==> config.mk <==
export PLATFORM = sky130hd
export DESIGN_NAME = decibel_log10_lookup_top
export DESIGN_NICKNAME = d
export VERILOG_FILES = /design/src/sv/dbl_pkg.sv /design/src/sv/dbl_convert.sv /design/src/sv/decibel_log10_lookup_top.sv
export SDC_FILE = /design/constraint.sdc
export NUM_CORES = 1
export LEC_CHECK = 0
export CAP_MARGIN = 20
export CORE_AREA = 8 8 119 121
export DETAILED_ROUTE_END_ITERATION = 7
export DIE_AREA = 0 0 127 129
export DONT_BUFFER_PORTS = 1
export GPL_ROUTABILITY_DRIVEN = 0
export PLACE_DENSITY_LB_ADDON = 0.25
export SYNTH_ARGS = -nofsm -noshare
export SYNTH_HDL_FRONTEND = slang
export SYNTH_SLANG_ARGS = --single-unit
==> constraint.sdc <==
create_clock -name clk -period 11.03 [get_ports clk]
set_input_delay 2.206 -clock clk [delete_from_list [all_inputs] [get_ports clk]]
set_output_delay 2.206 -clock clk [all_outputs]
set_load 0.1 [all_outputs]
==> src/sv/dbl_pkg.sv <==
// Shared types, constants and the decibel lookup ROM for the decibel log10 block.
// No dependencies; the conversion module, the top level and the checker import it.
package dbl_pkg;

  localparam int unsigned PowerWidth   = 64;
  localparam int unsigned MsbWidth     = 6;
  localparam int unsigned ShiftWidth   = 6;
  localparam int unsigned MantBits     = 8;
  localparam int unsigned RomIdxWidth  = 7;
  localparam int unsigned RomDepth     = 128;
  localparam int unsigned FracBits     = 6;
  localparam int unsigned IntWidth     = 8;
  localparam int unsigned TenthsWidth  = 4;
  localparam int unsigned OutDataWidth = 16;

  localparam logic [IntWidth-1:0]    DbBase      = 8'd21;
  localparam logic [FracBits-1:0]    TenthsRadix = 6'd10;
  localparam logic [RomIdxWidth-1:0] SmallIdx    = 7'd127;

  // Bits 7..6 are the integer part, bits 5..0 the tenths part.
  localparam logic [7:0] DbRom [RomDepth] = '{
    8'd1,   8'd1,   8'd2,   8'd2,   8'd2,   8'd3,   8'd3,   8'd3,
    8'd4,   8'd4,   8'd4,   8'd4,   8'd5,   8'd5,   8'd5,   8'd6,
    8'd6,   8'd6,   8'd7,   8'd7,   8'd7,   8'd7,   8'd8,   8'd8,
    8'd8,   8'd9,   8'd9,   8'd9,   8'd9,   8'd10,  8'd64,  8'd64,
    8'd65,  8'd65,  8'd65,  8'd65,  8'd66,  8'd66,  8'd66,  8'd66,
    8'd67,  8'd67,  8'd67,  8'd67,  8'd68,  8'd68,  8'd68,  8'd68,
    8'd69,  8'd69,  8'd69,  8'd69,  8'd70,  8'd70,  8'd70,  8'd70,
    8'd71,  8'd71,  8'd71,  8'd71,  8'd72,  8'd72,  8'd72,  8'd72,
    8'd72,  8'd73,  8'd73,  8'd73,  8'd73,  8'd74,  8'd74,  8'd74,
    8'd128, 8'd128, 8'd129, 8'd129, 8'd129, 8'd129, 8'd129, 8'd130,
    8'd130, 8'd130, 8'd130, 8'd131, 8'd131, 8'd131, 8'd131, 8'd131,
    8'd132, 8'd132, 8'd132, 8'd132, 8'd132, 8'd133, 8'd133, 8'd133,
    8'd133, 8'd133, 8'd134, 8'd134, 8'd134, 8'd134, 8'd134, 8'd134,
    8'd135, 8'd135, 8'd135, 8'd135, 8'd135, 8'd136, 8'd136, 8'd136,
    8'd136, 8'd136, 8'd136, 8'd137, 8'd137, 8'd137, 8'd137, 8'd137,
    8'd138, 8'd138, 8'd138, 8'd192, 8'd192, 8'd192, 8'd193, 8'd193
  };

  typedef struct packed {
    logic [TenthsWidth-1:0] db_tenths;
    logic [IntWidth-1:0]    db_integer;
  } db_result_t;

endpackage

==> src/sv/dbl_convert.sv <==
// Combinational decibel conversion: leading-one detect, normalize, ROM lookup, add.
// Depends on dbl_pkg for widths, the ROM contents and the result struct.
module dbl_convert
  import dbl_pkg::*;
(
  input  logic [PowerWidth-1:0] power_value,
  output db_result_t            result
);

  logic [MsbWidth-1:0]    msb;
  logic [ShiftWidth-1:0]  shift;
  logic [MantBits-1:0]    mant;
  logic [RomIdxWidth-1:0] idx;
  logic [7:0]             entry;
  logic [IntWidth-1:0]    int_sum;
  logic [FracBits-1:0]    frac_sum;

  // Highest set bit; a zero input reports position zero.
  always_comb begin
    msb = '0;
    for (int i = 0; i < PowerWidth; i++) begin
      if (power_value[i]) begin
        msb = MsbWidth'(i);
      end
    end
  end

  always_comb begin
    if (msb >= MsbWidth'(MantBits)) begin
      shift = ShiftWidth'(msb - MsbWidth'(MantBits - 1));
    end else begin
      shift = '0;
    end
    mant = MantBits'(power_value >> shift);
    // Inputs below 128 have no leading one in the mantissa and use the last entry.
    idx      = mant[MantBits-1] ? mant[RomIdxWidth-1:0] : SmallIdx;
    entry    = DbRom[idx];
    int_sum  = DbBase + IntWidth'(entry[7:FracBits])
             + IntWidth'({2'b00, shift} + {1'b0, shift, 1'b0});
    frac_sum = entry[FracBits-1:0] + FracBits'(shift[ShiftWidth-1:3]);
    if (frac_sum >= TenthsRadix) begin
      result.db_integer = int_sum + 8'd1;
      result.db_tenths  = TenthsWidth'(frac_sum - TenthsRadix);
    end else begin
      result.db_integer = int_sum;
      result.db_tenths  = TenthsWidth'(frac_sum);
    end
  end

endmodule

==> src/sv/decibel_log10_lookup_top.sv <==
// Top level of the decibel log10 lookup block: input register, conversion, output register.
// Depends on dbl_pkg and dbl_convert.
//
// Usage:
// The slave channel (s_tvalid, s_tready, s_tdata) carries one item per power value,
// a 64-bit unsigned linear power in s_tdata. The master channel (m_tvalid, m_tready,
// m_tdata) returns one item per input: db_integer in bits 7..0 and the tenths digit in
// bits 11..8, with bits 15..12 always zero. Together they give 10*log10 of the power
// to one decimal, for example 30.1 dB for a power of 1024.
// An accepted item is captured in the input register, converted by a single pass of
// leading-one detection, a 128-entry constant ROM and small adders, and lands in the
// output register. m_tvalid rises once the item has moved from the input register into
// the output register, where it can be taken. Throughput is one item per cycle while
// the receiver does not stall.
// When the receiver stalls, the output register holds its item and the input register
// keeps a second one; s_tready falls only when both are full, so no item is lost or
// repeated. A synchronous active-high rst empties both registers and drops m_tvalid.
module decibel_log10_lookup_top
  import dbl_pkg::*;
(
  input  logic                    clk,
  input  logic                    rst,
  input  logic                    s_tvalid,
  output logic                    s_tready,
  input  logic [PowerWidth-1:0]   s_tdata,   // [63:0] power_value
  output logic                    m_tvalid,
  input  logic                    m_tready,
  output logic [OutDataWidth-1:0] m_tdata    // [7:0] db_integer, [11:8] db_tenths, rest 0
);

  logic                  in_valid;
  logic [PowerWidth-1:0] in_power;
  logic                  out_valid;
  db_result_t            out_result;
  db_result_t            conv_result;
  logic                  out_load;

  dbl_convert u_convert (
    .power_value (in_power),
    .result      (conv_result)
  );

  // The output register takes a new result whenever one is waiting and it is empty or being drained.
  assign out_load = in_valid && (!out_valid || m_tready);
  assign s_tready = !in_valid || out_load;

  always_ff @(posedge clk) begin
    if (rst) begin
      in_valid  <= 1'b0;
      out_valid <= 1'b0;
    end else begin
      if (s_tvalid && s_tready) begin
        in_valid <= 1'b1;
      end else if (out_load) begin
        in_valid <= 1'b0;
      end
      if (out_load) begin
        out_valid <= 1'b1;
      end else if (m_tready) begin
        out_valid <= 1'b0;
      end
    end
  end

  always_ff @(posedge clk) begin
    if (s_tvalid && s_tready) begin
      in_power <= s_tdata;
    end
    if (out_load) begin
      out_result <= conv_result;
    end
  end

  assign m_tvalid = out_valid;
  assign m_tdata  = {{(OutDataWidth - TenthsWidth - IntWidth){1'b0}},
                     out_result.db_tenths, out_result.db_integer};

endmodule

==> results.py <==
metrics = {
    "detailed_routing": {
        "avgViaCountPerCell": 7.56,
        "ant_nets": 0,
        "drc": 0,
        "routedWlPerCell_um": 23.2,
        "first_pass_iters": 7,
        "drt-total-wl_um": 22900,
        "route.vias.total": 7465,
        "initialDrtViolationCount": 1333,
    },
    "grt": {
        "antenna_found_initial": 0,
        "grt_pass1_vias": 6883,
        "grt_max_degree": 65,
        "grt_overflow": 0,
        "grt_pass1_wl_um": 36100,
        "grtUsageTotal": 0.274,
    },
    "clock_tree": {
        "cts.path.max_buffers": 2,
        "cts_buffers": 9,
        "cts_resized": 0,
        "cts.clk_slew.worst_paths_ns": 0.06,
        "cts_tree": "yes",
        "hold_buffers": 0,
        "cts.sinks": 78,
        "cts_setup_buffers": 0,
        "clock_latency_ns": 0.35,
        "htreeDepth": 3,
        "cts-root-buf": "clkbuf_16",
    },
    "worst_setup_path": {
        "worstReg2RegEnd": "m_tdata[6]",
        "cp_data_arrival_time_ns": 9.17,
        "worstPathMaxFanout": 64,
        "path_class": "reg2reg",
        "crit_top_cell": "nand2_1",
        "path_delay_family": "compound AO/OA/AOI/OAI gates",
        "required_ns": 11.12,
        "path_buf_inv": 4,
        "crit_end": "m_tdata[6]",
        "slowest_stage": "nor4_1",
        "cpPeakStageDelay_ns": 0.70,
        "start_kind": "register",
        "startpoint": "in_power[58]",
        "timing.rr.start": "in_power[58]",
        "end_kind": "register",
        "cp.depth": 31,
        "ff2ff_path_depth": 31,
        "regToRegSetupSlack_ns": 1.95,
    },
    "sta": {
        "min_period_over_period": 0.823,
        "final.setup_skew_ns": 0.00694,
        "rsz0062_at_grt": "false",
        "whs_ns": 0.514,
        "slew_viol_final": 0,
        "setup_viol": 0,
        "finalHoldViolCount": 0,
        "fmax_ghz": 0.110,
        "min_period_ns": 9.08,
        "tightest_slew_ns": 0.932,
        "final.setup.tns_ns": 0,
        "slew_headroom": 0.361,
    },
    "finish": {
        "fillers": 981,
        "drive_gt1_frac": 0.112,
        "final-seq-area_um2": 2320,
        "antenna_cells": 0,
        "final_nets": 929,
        "area_growth_pct": 2.34,
        "multiInputGateArea_um2": 4970,
    },
    "synth": {
        "yosysSeqAreaShare": 0.298,
        "synth_top_cell_area_share": 0.293,
        "synth_area_um2": 7790,
        "avgSynthCellArea_um2": 8.98,
        "synth_top_area_cell": "edfxtp_1",
        "ys_ff_latch": 78,
        "synth_ff_type": "edfxtp_1",
        "ys_warn_count": 0,
        "yosysMostFrequentCell": "nand2_1",
        "synth_cell_type_count": 99,
        "syn_inst": 868,
        "async_flop_share": 0,
        "synth_common_cells": "nand2_1 (86), edfxtp_1 (76), nor2_1 (67), a21oi_1 (53), mux2i_1 (41)",
        "synth_edf_count": 76,
        "netlist_top_cells_area": "edfxtp_1 (29%), mux2i_1 (5.3%), nand2_1 (4.1%)",
    },
    "floorplanning": {
        "die_area_um2": 16400,
        "num_rows": 41,
        "die_width_um": 127,
        "core_area_um2": 12300,
        "ios": 86,
        "start_util": 0.633,
        "die_h_um": 129,
    },
    "power": {
        "power_density_nw_per_um2": 192,
        "p_leak_nw": 2.89,
        "ir_worst_vdd_mv": 0.141,
        "total_power_mw": 1.53,
    },
    "job": {
        "maxCapViolations": 0,
    },
    "place": {
        "place.port_buffers": 0,
        "hpwlAfterDp_um": 16600,
    },
    "run_status": {
        "status": "finished clean",
    },
    "worst_hold_path": {
        "hp-class": "reg2reg",
    },
}
## power breakdown
| group | internal (mW) | total [mW] | switching [mW] |
|---|---|---|---|
| Combinational | 0.283 | 0.710 | 0.427 |
| Clock | 0.152 | 0.268 | 0.116 |
| Sequential | 0.388 | 0.550 | 0.162 |
| Total | 0.823 | 1.53 | 0.705 |
## layout by cell type (no fill, tap or decap), types with 9 or more instances in the layout
cell / n
a211oi_1: 26
a21o_1: 10
a21oi_1: 53
a221oi_1: 11
a31oi_1: 14
and3_1: 9
buf_4: 9
clkbuf_16: 9
edfxtp_1: 76
ha_1: 22
inv_1: 33
mux2_2: 10
mux2i_1: 41
mux4_2: 9
nand2_1: 86
nand3_1: 20
nor2_1: 67
nor3_1: 26
nor4_1: 17
o211ai_1: 18
o21ai_0: 29
o221ai_1: 12
o22ai_1: 10
xnor2_1: 10
## stage by stage
stage,util,instance area (µm²),worst slack (ns),std cells
floorplan,-,7810,2.65,871
global placement,0.626,7710,2.35,972
detailed placement,0.626,7710,2.18,972
CTS,0.648,7980,2.13,988
global route,0.648,7980,1.33,988
finish,0.648,7980,1.95,988
## worst min path at each step
stage / start / endpoint / cells past startpoint
floorplan: in_valid / m_tvalid / 2
global placement: in_valid / m_tvalid / 2
detailed placement: in_valid / m_tvalid / 2
CTS: in_valid / m_tvalid / 2
global route: in_valid / m_tvalid / 2
finish: in_valid / m_tvalid / 2
## cells by family (layout without fill, tap and decap cells)
group,after synthesis,count (layout),synth area share
multiplexers,62,62,0.0979
flip-flops,78,78,0.298
AND/OR/NAND/NOR,286,286,0.182
adder cells (fa/ha/maj),28,28,0.0498
other,1,4,0.000481
XOR/XNOR,14,14,0.0157
buffers and inverters,98,65,0.0665
AO/OA/AOI/OAI,301,301,0.290
## worst reg2reg max path: cells and delay by family (launching register included)
family	cells	cell delay (ns)
muxes	1	0.61
adders and majority gates	5	1.63
AOI/OAI and AO/OA	11	2.84
and+or+nand+nor	8	1.77
xor gates and xnor gates	2	0.36
DFF	1	0.52
buffers and inverters	4	1.09
## sequential cells by signal, indices dropped and copies added (netlist names)
signal and flops:
in_power 64, in_valid 1, m_tvalid 1, m_tdata 12
## area by class of cell
type / instances / area share
inverters: 40 / 0.0202
repair buffers: 9 / 0.00847
clock inverters: 5 / 0.00455
clock buffers: 11 / 0.0292
well taps: 150 / 0.0235
flip-flops and latches: 78 / 0.291
multi-input cells: 695 / 0.623
## layer usage
metal  global-route usage  wire [µm]  vias up
met1                0.356       8920     3440
met3               0.0650       2760      121
li1                     -          -     3311
met5               0.0123          0        -
met4                0.136       1060        0
met2                0.420      10100      593
No activity file was read; power rests on OpenSTA's default activity.
